### config.mk
export PLATFORM = sky130hd
export DESIGN_NAME = slab_bitmap_object_allocator
export DESIGN_NICKNAME = d
export VERILOG_FILES = /design/src/rtl/sboa_pkg.sv /design/src/rtl/sboa_serial.sv /design/src/rtl/slab_bitmap_object_allocator.sv
export VERILOG_INCLUDE_DIRS = /design/src /design/src/rtl
export SDC_FILE = /design/constraint.sdc
export NUM_CORES = 2
export LEC_CHECK = 0
export ABC_CLOCK_PERIOD_IN_PS = 8850
export BUFFER_PORTS_ARGS = -buffer_cell sky130_fd_sc_hd__buf_2
export CAP_MARGIN = 20
export CORE_MARGIN = 5
export CORE_UTILIZATION = 55
export DETAILED_ROUTE_END_ITERATION = 7
export HOLD_SLACK_MARGIN = 0.05
export PLACE_DENSITY = 0.79
export SYNTH_ARGS = -nofsm -noshare
export SYNTH_HDL_FRONTEND = slang
export SYNTH_SLANG_ARGS = --single-unit
### constraint.sdc
create_clock -name i_clk -period 8.85 [get_ports i_clk]
set_clock_uncertainty 0.15 [all_clocks]
set_input_delay 1.77 -clock i_clk [delete_from_list [all_inputs] [get_ports i_clk]]
set_output_delay 1.77 -clock i_clk [all_outputs]
set_load 0.005 [all_outputs]
### src/rtl/assert_macros.svh
// ============================================================================
// Assertion macros
// Shared concurrent assertion forms for the slab allocator RTL.
// ============================================================================
`ifndef ASSERT_MACROS_SVH
`define ASSERT_MACROS_SVH

// Same-cycle implication, disabled while reset is asserted.
`define ASSERT_IMPLIES(label, clk, rst_n, ante, cons, msg) \
    label: assert property (@(posedge clk) disable iff (!(rst_n)) (ante) |-> (cons)) \
        else $error(msg);

// Next-cycle implication, disabled while reset is asserted.
`define ASSERT_NEXT(label, clk, rst_n, ante, cons, msg) \
    label: assert property (@(posedge clk) disable iff (!(rst_n)) (ante) |=> (cons)) \
        else $error(msg);

`endif

### src/rtl/sboa_pkg.sv
// ============================================================================
// Slab allocator package
// Widths, codes and shared types for the slab bitmap object allocator.
// ============================================================================
package sboa_pkg;

    // Slab geometry.
    localparam int MAX_SLOTS = 512;
    localparam int SLOT_W    = $clog2(MAX_SLOTS);
    localparam int EFF_W     = SLOT_W + 1;

    // Field widths.
    localparam int ADDR_W    = 48;
    localparam int STRIDE_W  = 21;
    localparam int COUNT_W   = 10;
    localparam int STATUS_W  = 2;
    localparam int CFG_IDX_W = 2;

    // Product of a slot count and a stride.
    localparam int PROD_W = EFF_W + STRIDE_W;

    // Bitmap memory organization: rows of used bits.
    localparam int ROW_W     = (MAX_SLOTS >= 64) ? 32 : MAX_SLOTS / 2;
    localparam int ROWS      = MAX_SLOTS / ROW_W;
    localparam int ROW_BIT_W = $clog2(ROW_W);
    localparam int ROW_IDX_W = $clog2(ROWS);

    // Stream payload layout.
    localparam int IN_DATA_W    = ((ADDR_W + 7) / 8) * 8;
    localparam int OUT_FIELDS_W = STATUS_W + SLOT_W + ADDR_W + COUNT_W;
    localparam int OUT_DATA_W   = ((OUT_FIELDS_W + 7) / 8) * 8;
    localparam int OUT_PAD_W    = OUT_DATA_W - OUT_FIELDS_W;

    // Request kinds.
    localparam logic OP_ALLOC = 1'b0;
    localparam logic OP_FREE  = 1'b1;

    // Configuration register indexes.
    localparam logic [CFG_IDX_W-1:0] CFG_SLAB_BASE     = 2'd0;
    localparam logic [CFG_IDX_W-1:0] CFG_OBJECT_STRIDE = 2'd1;
    localparam logic [CFG_IDX_W-1:0] CFG_OBJECT_COUNT  = 2'd2;

    // Reset values of the configuration registers.
    localparam logic [ADDR_W-1:0]   RST_SLAB_BASE = '0;
    localparam logic [STRIDE_W-1:0] RST_STRIDE    = STRIDE_W'(32);
    localparam logic [COUNT_W-1:0]  RST_COUNT     = COUNT_W'(128);

    // Result status codes.
    typedef enum logic [STATUS_W-1:0] {
        ST_OK           = 2'd0,
        ST_FULL         = 2'd1,
        ST_NOT_IN_SLAB  = 2'd2,
        ST_ALREADY_FREE = 2'd3
    } t_status;

    // Serial arithmetic unit operations.
    typedef enum logic {
        SER_MUL = 1'b0,
        SER_DIV = 1'b1
    } t_ser_op;

    typedef struct packed {
        logic    start;
        t_ser_op op;
    } t_ser_ctl;

    typedef struct packed {
        logic busy;
        logic done;
    } t_ser_sts;

endpackage

### src/rtl/sboa_serial.sv
// ============================================================================
// Serial multiply / divide unit
// Bit-serial shift-and-add multiplier and restoring divider sharing one
// accumulator; one multiplier or quotient bit per cycle.
// ============================================================================
module sboa_serial
    import sboa_pkg::*;
(
    input  logic                i_clk,
    input  logic                i_rst_n,
    input  t_ser_ctl            i_ctl,
    input  logic [PROD_W-1:0]   i_a,      // multiplier or dividend
    input  logic [STRIDE_W-1:0] i_b,      // multiplicand or divisor
    output t_ser_sts            o_sts,
    output logic [PROD_W-1:0]   o_result
);

    localparam int CNT_W = $clog2(EFF_W + 1);
    localparam logic [CNT_W-1:0] MUL_LAST = CNT_W'(EFF_W - 1);
    localparam logic [CNT_W-1:0] DIV_LAST = CNT_W'(SLOT_W - 1);

    logic                r_busy;
    logic                r_done;
    logic [CNT_W-1:0]    r_cnt;
    t_ser_op             r_op;
    logic [STRIDE_W-1:0] r_b;
    logic [PROD_W-1:0]   r_acc;
    logic [PROD_W-1:0]   r_aux;
    logic [SLOT_W-1:0]   r_q;

    logic [PROD_W-1:0]   s_mul_acc;
    logic [PROD_W-1:0]   s_div_acc;
    logic                s_ge;

    // One step of each operation.
    assign s_mul_acc = (r_acc << 1) + (r_aux[EFF_W-1] ? PROD_W'(r_b) : '0);
    assign s_ge      = (r_acc >= r_aux);
    assign s_div_acc = r_acc - r_aux;

    // Step counter and completion pulse.
    always_ff @(posedge i_clk) begin
        if (!i_rst_n) begin
            r_busy <= 1'b0;
            r_done <= 1'b0;
            r_cnt  <= '0;
        end else begin
            r_done <= 1'b0;
            if (i_ctl.start) begin
                r_busy <= 1'b1;
                r_cnt  <= (i_ctl.op == SER_MUL) ? MUL_LAST : DIV_LAST;
            end else if (r_busy) begin
                if (r_cnt == '0) begin
                    r_busy <= 1'b0;
                    r_done <= 1'b1;
                end else begin
                    r_cnt <= r_cnt - 1'b1;
                end
            end
        end
    end

    // Datapath: the multiplier shifts out MSB first, the divisor shifts right.
    always_ff @(posedge i_clk) begin
        if (i_ctl.start) begin
            r_op <= i_ctl.op;
            r_b  <= i_b;
            r_q  <= '0;
            if (i_ctl.op == SER_MUL) begin
                r_acc <= '0;
                r_aux <= i_a;
            end else begin
                r_acc <= i_a;
                r_aux <= PROD_W'(i_b) << (SLOT_W - 1);
            end
        end else if (r_busy) begin
            if (r_op == SER_MUL) begin
                r_acc <= s_mul_acc;
                r_aux <= r_aux << 1;
            end else begin
                if (s_ge) begin
                    r_acc <= s_div_acc;
                end
                r_q   <= {r_q[SLOT_W-2:0], s_ge};
                r_aux <= r_aux >> 1;
            end
        end
    end

    assign o_sts.busy = r_busy;
    assign o_sts.done = r_done;
    assign o_result   = (r_op == SER_DIV) ? PROD_W'(r_q) : r_acc;

endmodule

### src/rtl/slab_bitmap_object_allocator.sv
// ============================================================================
// Slab bitmap object allocator
// Allocates and frees equal-sized objects of one slab using a used bitmap.
// ============================================================================
// Requests arrive on the s_axis channel: tuser[0] selects allocate (0) or
// free (1), tdata carries the address to free. Each request gives exactly
// one result beat on m_axis with status, slot index, object address and the
// number of free slots left. The user must write configuration through
// i_cfg_we, i_cfg_idx and i_cfg_data only while no request is in flight;
// the block itself does not enforce this.
// One request is worked on at a time; the next one can be accepted in the
// cycle in which the result is first offered. A free runs a serial multiply
// for the slab end, a range check, a serial divide by the stride, a bitmap
// row check and the output load; a free that the range check finds outside
// the slab goes straight to the output load. An allocate reads and checks
// one 32-slot row at a time, then runs the serial multiply for the object
// address of the first free slot, or reports a full slab once the scan
// passes the slot count.
// After reset the bitmap memory is cleared one row per cycle, and
// s_axis_tready stays low during that pass. Configuration writes are taken
// at any time. The result sits in an output register; while the receiver
// stalls, the next request is still accepted and worked on, and its result
// waits until the output register is free.
// ============================================================================
module slab_bitmap_object_allocator
    import sboa_pkg::*;
(
    input  logic                  i_clk,
    input  logic                  i_rst_n,
    // Configuration write port
    input  logic                  i_cfg_we,
    input  logic [CFG_IDX_W-1:0]  i_cfg_idx,
    input  logic [ADDR_W-1:0]     i_cfg_data,
    // Request stream
    input  logic                  s_axis_tvalid,
    output logic                  s_axis_tready,
    input  logic [IN_DATA_W-1:0]  s_axis_tdata,   // address
    input  logic [0:0]            s_axis_tuser,   // op
    // Result stream
    output logic                  m_axis_tvalid,
    input  logic                  m_axis_tready,
    output logic [OUT_DATA_W-1:0] m_axis_tdata    // status, slot_index,
                                                  // object_address, free_left
);

    `include "assert_macros.svh"

    typedef enum logic [9:0] {
        S_CLEAR    = 10'b00_0000_0001,
        S_IDLE     = 10'b00_0000_0010,
        S_SCAN_RD  = 10'b00_0000_0100,
        S_SCAN_CHK = 10'b00_0000_1000,
        S_ADDR_MUL = 10'b00_0001_0000,
        S_END_MUL  = 10'b00_0010_0000,
        S_RANGE    = 10'b00_0100_0000,
        S_DIV      = 10'b00_1000_0000,
        S_FREE_CHK = 10'b01_0000_0000,
        S_EMIT     = 10'b10_0000_0000
    } t_state;

    // Lowest set bit of a bitmap row.
    function automatic logic [ROW_BIT_W-1:0] lowest_set(input logic [ROW_W-1:0] v);
        logic [ROW_BIT_W-1:0] pos;
        pos = '0;
        for (int i = ROW_W - 1; i >= 0; i--) begin
            if (v[i]) begin
                pos = ROW_BIT_W'(i);
            end
        end
        return pos;
    endfunction

    // Configuration registers.
    logic [ADDR_W-1:0]    r_slab_base;
    logic [STRIDE_W-1:0]  r_stride;
    logic [COUNT_W-1:0]   r_count;

    // Control and working registers.
    t_state               r_state,      n_state;
    logic [ROW_IDX_W:0]   r_row,        n_row;
    logic [EFF_W-1:0]     r_used_total, n_used_total;
    logic [ADDR_W-1:0]    r_addr,       n_addr;
    logic [ADDR_W:0]      r_end,        n_end;
    t_status              r_res_status, n_res_status;
    logic [SLOT_W-1:0]    r_res_slot,   n_res_slot;
    logic [ADDR_W-1:0]    r_res_addr,   n_res_addr;

    // Output register.
    logic                 r_m_valid,    n_m_valid;
    t_status              r_m_status;
    logic [SLOT_W-1:0]    r_m_slot;
    logic [ADDR_W-1:0]    r_m_addr;
    logic [COUNT_W-1:0]   r_m_free;
    logic                 s_emit;

    // Bitmap memory.
    logic [ROW_W-1:0]     r_mem [ROWS];
    logic [ROW_W-1:0]     r_rd_data;
    logic [ROW_IDX_W-1:0] s_rd_idx;
    logic                 s_we;
    logic [ROW_IDX_W-1:0] s_wr_idx;
    logic [ROW_W-1:0]     s_wr_data;

    // Serial arithmetic unit.
    t_ser_ctl             s_ser_ctl;
    t_ser_sts             s_ser_sts;
    logic [PROD_W-1:0]    s_ser_a;
    logic [PROD_W-1:0]    s_ser_result;

    // Derived values.
    logic [EFF_W-1:0]     s_eff_n;
    logic [COUNT_W-1:0]   s_free_left;
    logic [EFF_W-1:0]     s_row_base;
    logic [EFF_W-1:0]     s_room;
    logic [ROW_W-1:0]     s_free_bits;
    logic [ROW_BIT_W-1:0] s_free_pos;
    logic [SLOT_W-1:0]    s_found_slot;
    logic [SLOT_W-1:0]    s_div_slot;
    logic                 s_slot_used;

    // Configuration writes.
    always_ff @(posedge i_clk) begin
        if (!i_rst_n) begin
            r_slab_base <= RST_SLAB_BASE;
            r_stride    <= RST_STRIDE;
            r_count     <= RST_COUNT;
        end else if (i_cfg_we) begin
            case (i_cfg_idx)
                CFG_SLAB_BASE:     r_slab_base <= i_cfg_data;
                CFG_OBJECT_STRIDE: r_stride    <= i_cfg_data[STRIDE_W-1:0];
                CFG_OBJECT_COUNT:  r_count     <= i_cfg_data[COUNT_W-1:0];
                default:           ;
            endcase
        end
    end

    // Effective slot count and free slots left.
    assign s_eff_n     = (int'(r_count) > MAX_SLOTS) ? EFF_W'(MAX_SLOTS) : EFF_W'(r_count);
    assign s_free_left = (s_eff_n > r_used_total) ? COUNT_W'(s_eff_n - r_used_total) : '0;

    // Free slots of the row under scan, limited to slots below the count.
    assign s_row_base = {r_row, {ROW_BIT_W{1'b0}}};
    assign s_room     = s_eff_n - s_row_base;
    always_comb begin
        for (int j = 0; j < ROW_W; j++) begin
            s_free_bits[j] = ~r_rd_data[j] && (EFF_W'(j) < s_room);
        end
    end
    assign s_free_pos   = lowest_set(s_free_bits);
    assign s_found_slot = {r_row[ROW_IDX_W-1:0], s_free_pos};
    assign s_div_slot   = s_ser_result[SLOT_W-1:0];
    assign s_slot_used  = r_rd_data[r_res_slot[ROW_BIT_W-1:0]];

    // Request sequencer.
    always_comb begin
        n_state      = r_state;
        n_row        = r_row;
        n_used_total = r_used_total;
        n_addr       = r_addr;
        n_end        = r_end;
        n_res_status = r_res_status;
        n_res_slot   = r_res_slot;
        n_res_addr   = r_res_addr;
        s_emit       = 1'b0;
        s_ser_ctl    = '0;
        s_ser_a      = '0;
        s_rd_idx     = r_row[ROW_IDX_W-1:0];
        s_we         = 1'b0;
        s_wr_idx     = r_row[ROW_IDX_W-1:0];
        s_wr_data    = '0;

        case (r_state)
            S_CLEAR: begin
                s_we  = 1'b1;
                n_row = r_row + 1'b1;
                if (r_row[ROW_IDX_W-1:0] == ROW_IDX_W'(ROWS - 1)) begin
                    n_row   = '0;
                    n_state = S_IDLE;
                end
            end

            S_IDLE: begin
                if (s_axis_tvalid) begin
                    n_addr = s_axis_tdata[ADDR_W-1:0];
                    if (s_axis_tuser[0] == OP_ALLOC) begin
                        n_row   = '0;
                        n_state = S_SCAN_RD;
                    end else begin
                        // Slab end needs count times stride first.
                        s_ser_ctl.start = 1'b1;
                        s_ser_ctl.op    = SER_MUL;
                        s_ser_a         = PROD_W'(s_eff_n);
                        n_state         = S_END_MUL;
                    end
                end
            end

            S_SCAN_RD: begin
                if (s_row_base >= s_eff_n) begin
                    n_res_status = ST_FULL;
                    n_res_slot   = '0;
                    n_res_addr   = '0;
                    n_state      = S_EMIT;
                end else begin
                    n_state = S_SCAN_CHK;
                end
            end

            S_SCAN_CHK: begin
                if (|s_free_bits) begin
                    s_we            = 1'b1;
                    s_wr_data       = r_rd_data | (ROW_W'(1) << s_free_pos);
                    n_res_slot      = s_found_slot;
                    n_used_total    = r_used_total + 1'b1;
                    s_ser_ctl.start = 1'b1;
                    s_ser_ctl.op    = SER_MUL;
                    s_ser_a         = PROD_W'(s_found_slot);
                    n_state         = S_ADDR_MUL;
                end else begin
                    n_row   = r_row + 1'b1;
                    n_state = S_SCAN_RD;
                end
            end

            S_ADDR_MUL: begin
                if (s_ser_sts.done) begin
                    n_res_status = ST_OK;
                    n_res_addr   = r_slab_base + ADDR_W'(s_ser_result);
                    n_state      = S_EMIT;
                end
            end

            S_END_MUL: begin
                if (s_ser_sts.done) begin
                    n_end   = {1'b0, r_slab_base} + (ADDR_W + 1)'(s_ser_result);
                    n_state = S_RANGE;
                end
            end

            S_RANGE: begin
                // A zero stride leaves an empty range and lands here too.
                if ((r_addr < r_slab_base) || ({1'b0, r_addr} >= r_end)) begin
                    n_res_status = ST_NOT_IN_SLAB;
                    n_res_slot   = '0;
                    n_res_addr   = '0;
                    n_state      = S_EMIT;
                end else begin
                    s_ser_ctl.start = 1'b1;
                    s_ser_ctl.op    = SER_DIV;
                    s_ser_a         = PROD_W'(r_addr - r_slab_base);
                    n_state         = S_DIV;
                end
            end

            S_DIV: begin
                if (s_ser_sts.done) begin
                    n_res_addr = '0;
                    if (EFF_W'(s_div_slot) >= s_eff_n) begin
                        n_res_status = ST_NOT_IN_SLAB;
                        n_res_slot   = '0;
                        n_state      = S_EMIT;
                    end else begin
                        n_res_slot = s_div_slot;
                        s_rd_idx   = s_div_slot[SLOT_W-1:ROW_BIT_W];
                        n_state    = S_FREE_CHK;
                    end
                end
            end

            S_FREE_CHK: begin
                if (!s_slot_used) begin
                    n_res_status = ST_ALREADY_FREE;
                end else begin
                    n_res_status = ST_OK;
                    s_we         = 1'b1;
                    s_wr_idx     = r_res_slot[SLOT_W-1:ROW_BIT_W];
                    s_wr_data    = r_rd_data & ~(ROW_W'(1) << r_res_slot[ROW_BIT_W-1:0]);
                    if (r_used_total != '0) begin
                        n_used_total = r_used_total - 1'b1;
                    end
                end
                n_state = S_EMIT;
            end

            S_EMIT: begin
                if (!r_m_valid || m_axis_tready) begin
                    s_emit  = 1'b1;
                    n_state = S_IDLE;
                end
            end

            default: begin
                n_row   = '0;
                n_state = S_CLEAR;
            end
        endcase
    end

    // Control registers.
    always_ff @(posedge i_clk) begin
        if (!i_rst_n) begin
            r_state      <= S_CLEAR;
            r_row        <= '0;
            r_used_total <= '0;
        end else begin
            r_state      <= n_state;
            r_row        <= n_row;
            r_used_total <= n_used_total;
        end
    end

    // Working payload registers.
    always_ff @(posedge i_clk) begin
        r_addr       <= n_addr;
        r_end        <= n_end;
        r_res_status <= n_res_status;
        r_res_slot   <= n_res_slot;
        r_res_addr   <= n_res_addr;
    end

    // Bitmap memory: one row read and one row written per cycle.
    always_ff @(posedge i_clk) begin
        if (s_we) begin
            r_mem[s_wr_idx] <= s_wr_data;
        end
        r_rd_data <= r_mem[s_rd_idx];
    end

    // Output register.
    always_comb begin
        n_m_valid = r_m_valid;
        if (s_emit) begin
            n_m_valid = 1'b1;
        end else if (m_axis_tready) begin
            n_m_valid = 1'b0;
        end
    end

    always_ff @(posedge i_clk) begin
        if (!i_rst_n) begin
            r_m_valid <= 1'b0;
        end else begin
            r_m_valid <= n_m_valid;
        end
    end

    always_ff @(posedge i_clk) begin
        if (s_emit) begin
            r_m_status <= r_res_status;
            r_m_slot   <= r_res_slot;
            r_m_addr   <= r_res_addr;
            r_m_free   <= s_free_left;
        end
    end

    sboa_serial u_serial (
        .i_clk    (i_clk),
        .i_rst_n  (i_rst_n),
        .i_ctl    (s_ser_ctl),
        .i_a      (s_ser_a),
        .i_b      (r_stride),
        .o_sts    (s_ser_sts),
        .o_result (s_ser_result)
    );

    assign s_axis_tready = (r_state == S_IDLE);
    assign m_axis_tvalid = r_m_valid;
    assign m_axis_tdata  = {OUT_PAD_W'(0), r_m_free, r_m_addr, r_m_slot, r_m_status};

    // Checks on the sequencer and its arithmetic unit.
    `ASSERT_NEXT(a_one_in_flight, i_clk, i_rst_n, s_axis_tvalid && s_axis_tready, !s_axis_tready, "request accepted while another is in flight")
    `ASSERT_IMPLIES(a_start_idle_unit, i_clk, i_rst_n, s_ser_ctl.start, !s_ser_sts.busy, "serial unit started while busy")
    `ASSERT_IMPLIES(a_done_awaited, i_clk, i_rst_n, s_ser_sts.done, (r_state == S_ADDR_MUL) || (r_state == S_END_MUL) || (r_state == S_DIV), "serial result not awaited")
    `ASSERT_IMPLIES(a_error_no_addr, i_clk, i_rst_n, r_m_valid && (r_m_status != ST_OK), r_m_addr == '0, "error result carries an address")

endmodule

==> results.py <==
metrics = {
    "yosys": {
        "yosysTopAreaCellShare_pct": 52.1,
        "async_flop_share_pct": 0,
        "synth_warnings": 0,
        "synth_top_cells_by_area": "edfxtp_1, mux2i_1, dfxtp_1",
        "postSynthCellCount": 4013,
        "yosysTopAreaCell": "edfxtp_1",
        "synth_edf_count": 821,
        "synth_flop_cell": "edfxtp_1",
        "synthDistinctLibCells": 86,
        "synth_area_per_cell_um2": 11.8,
        "syn_area_um2": 47400,
        "ys_ff_latch": 973,
        "seq_area_frac_synth_pct": 58.5,
    },
    "final_layout": {
        "fin_nets": 4528,
        "final_util_pct": 62.4,
        "drive_gt1_share_pct": 11.6,
        "stdcell_count": 5438,
        "layout_commonest_cell": "edfxtp_1",
        "area_growth_pct": 12.3,
        "layout_common_cells": "edfxtp_1, nand2_1, mux2i_1",
    },
    "cts": {
        "clockRootBuffer": "clkbuf_16",
        "cts_tree": "yes",
        "hold_buffers": 0,
        "cts-htree-levels": 3,
        "clock_sinks": 973,
        "cts_setup_buffers": 0,
        "cts_inserted_buffers": 98,
        "cts.path.max_buffers": 3,
        "clk_latency_ps": 690,
        "cts_resized": 0,
        "clk_pin_slew_ps": 70,
    },
    "global_routing": {
        "grt_max_degree": 120,
        "grt_pass1_wl_um": 197000,
        "grt_pass1_vias": 32669,
        "grt-ovfl-total": 0,
        "busiest_layer": "met2",
        "grtUsageMet2_pct": 46.8,
        "grtUsageTotal_pct": 28.2,
        "grt_use_met1_pct": 36.6,
        "met3_usage_pct": 4.62,
        "antenna_found_initial": 6,
    },
    "power": {
        "swShare_pct": 26.2,
        "switching_power_mw": 2.89,
        "internal-power_mw": 8.14,
        "peakVddDrop_mv": 0.213,
        "p_comb_share_pct": 12.8,
        "sequentialPowerShare_pct": 49.0,
        "leakagePower_nw": 20.7,
        "p_per_area_nw_per_um2": 207,
        "p_total_mw": 11.0,
        "power_frac_clock_pct": 38.1,
    },
    "floorplan": {
        "die_w_um": 303,
        "core_area_um2": 85300,
        "pin_count": 178,
        "die_y_um": 303,
        "rows": 107,
        "start_util_pct": 55.5,
        "die_area_um2": 92100,
    },
    "detailed_routing": {
        "drc": 0,
        "avgViaCountPerCell": 6.21,
        "drtPass1Iterations": 8,
        "final_antenna_net_count": 0,
        "vias": 33787,
        "drt_iter0_markers": 3732,
        "wl_per_cell_um": 24.4,
        "wirelength_um": 133000,
    },
    "sta": {
        "setup_viol": 0,
        "fin_setup_tns_ps": 0,
        "rsz0062_at_grt": "false",
        "period_needed_ps": 6460,
        "slew_headroom_pct": 25.0,
        "worstMarginPinSlew_ps": 1120,
        "max_freq_mhz": 155,
        "fin_crit_sh_pct": 73.0,
        "hold_viol_final": 0,
        "drv_slew": 0,
    },
    "placement": {
        "dp_hpwl_um": 86700,
        "routabilityCongestion": 0.988,
        "placedCellCount": 5243,
        "io_buffers": 174,
    },
    "run_status": {
        "status": "finished clean",
    },
    "worst_setup_path": {
        "critPathMaxFanout": 119,
        "start_kind": "register",
        "crit_required_ps": 9250,
        "end_kind": "register",
        "critical_path_class": "reg -> reg",
        "cp_data_arrival_time_ps": 6870,
    },
    "job": {
        "cap_violations": 0,
    },
    "hold_path": {
        "min_path_type": "reg -> reg",
    },
}
## state kept, by name, summed over array words and instances (netlist names), 10 cells and up
register,cells
r_slab_base,48
r_count,10
r_end,49
r_rd_data,32
r_res_addr,48
r_used_total,10
r_state,10
r_m_addr,48
u_serial.r_b,21
r_mem,512
u_serial.r_acc,31
r_m_free,10
u_serial.r_aux,31
r_addr,48
r_stride,21
## per-layer routing
| layer | wire, um | vias up |
|---|---|---|
| met1 | 50400 | 16315 |
| met5 | 13 | - |
| met3 | 12000 | 405 |
| li1 | - | 15326 |
| met4 | 7410 | 2 |
| met2 | 62900 | 1739 |
## critical path, cell delays in order (launching register included)
cell and delay [ps]:
edfxtp_1 430, buf_4 710, mux2i_1 490, inv_1 290
ha_1 380, o21ai_0 80, a21oi_1 60, o21ai_1 360
and3_1 920, mux2i_4 710, buf_12 640, mux2i_1 280
o22ai_1 100, or4_1 550
## cell usage after synthesis (all sizes together), types with 19 or more instances
| library cell | count |
|---|---|
| nand2 | 327 |
| dfxtp | 152 |
| inv | 241 |
| o211ai | 19 |
| o21ai | 196 |
| a31oi | 27 |
| a21o | 78 |
| nor4 | 19 |
| clkbuf | 124 |
| o31ai | 22 |
| ha | 213 |
| nand2b | 35 |
| nor3 | 43 |
| edfxtp | 821 |
| a21oi | 293 |
| or4 | 45 |
| nor2 | 280 |
| mux2i | 306 |
| o22ai | 150 |
| or2 | 20 |
| nand4 | 33 |
| o21a | 29 |
| and2 | 31 |
| nor2b | 63 |
| a211oi | 21 |
| xnor2 | 93 |
| buf | 39 |
| xor2 | 38 |
| nand3 | 41 |
## logic make-up (layout without fill, tap and decap cells)
family,Yosys count,count (layout),share of synthesized area (%)
fa+ha+maj,220,220,5.92
xor+xnor,131,131,2.42
buf+inv,405,680,3.33
mux,321,321,7.06
compound gates,954,954,12.5
simple gates,1008,1008,10.2
flops,973,973,58.5
other cells,1,7,0.00792
## through the flow
stage	hold WS [ps]	instance area (um2)	setup slack [ps]
floorplan	250	47400	677
global placement	251	49800	2620
detailed placement	255	49800	2490
CTS	263	53100	2500
global route	270	53200	2080
finish	262	53200	2390
## layout make-up
type	instances	area (um2)
antenna	4	10.0
tap	1144	1430
sequential	973	27700
multi-input combinational	2637	18300
clock buffer	133	2710
clock inverter	53	607
inverter	242	910
fill	6589	32100
timing repair buffer	252	1480
## power by group through the flow
stage,logic [mW],clock network [mW],registers (mW)
2_1_floorplan,1.00,0,5.36
3_3_place_gp,1.36,0,5.48
3_5_place_dp,1.39,0,5.49
4_1_cts,1.40,4.25,5.39
5_1_grt,1.50,4.46,5.41
6_report,1.42,4.21,5.41
## worst paths after layout
kind	depth (start not counted)	slack [ps]	from	endpoint
max reg2reg	13	2390	u_serial.r_op	r_rd_data[27]
min	0	260	r_res_addr[9]	r_m_addr[9]
max	13	2390	u_serial.r_op	r_rd_data[27]
min reg2reg	0	260	r_res_addr[9]	r_m_addr[9]
Note: power is estimated with default switching activity, not from simulation.
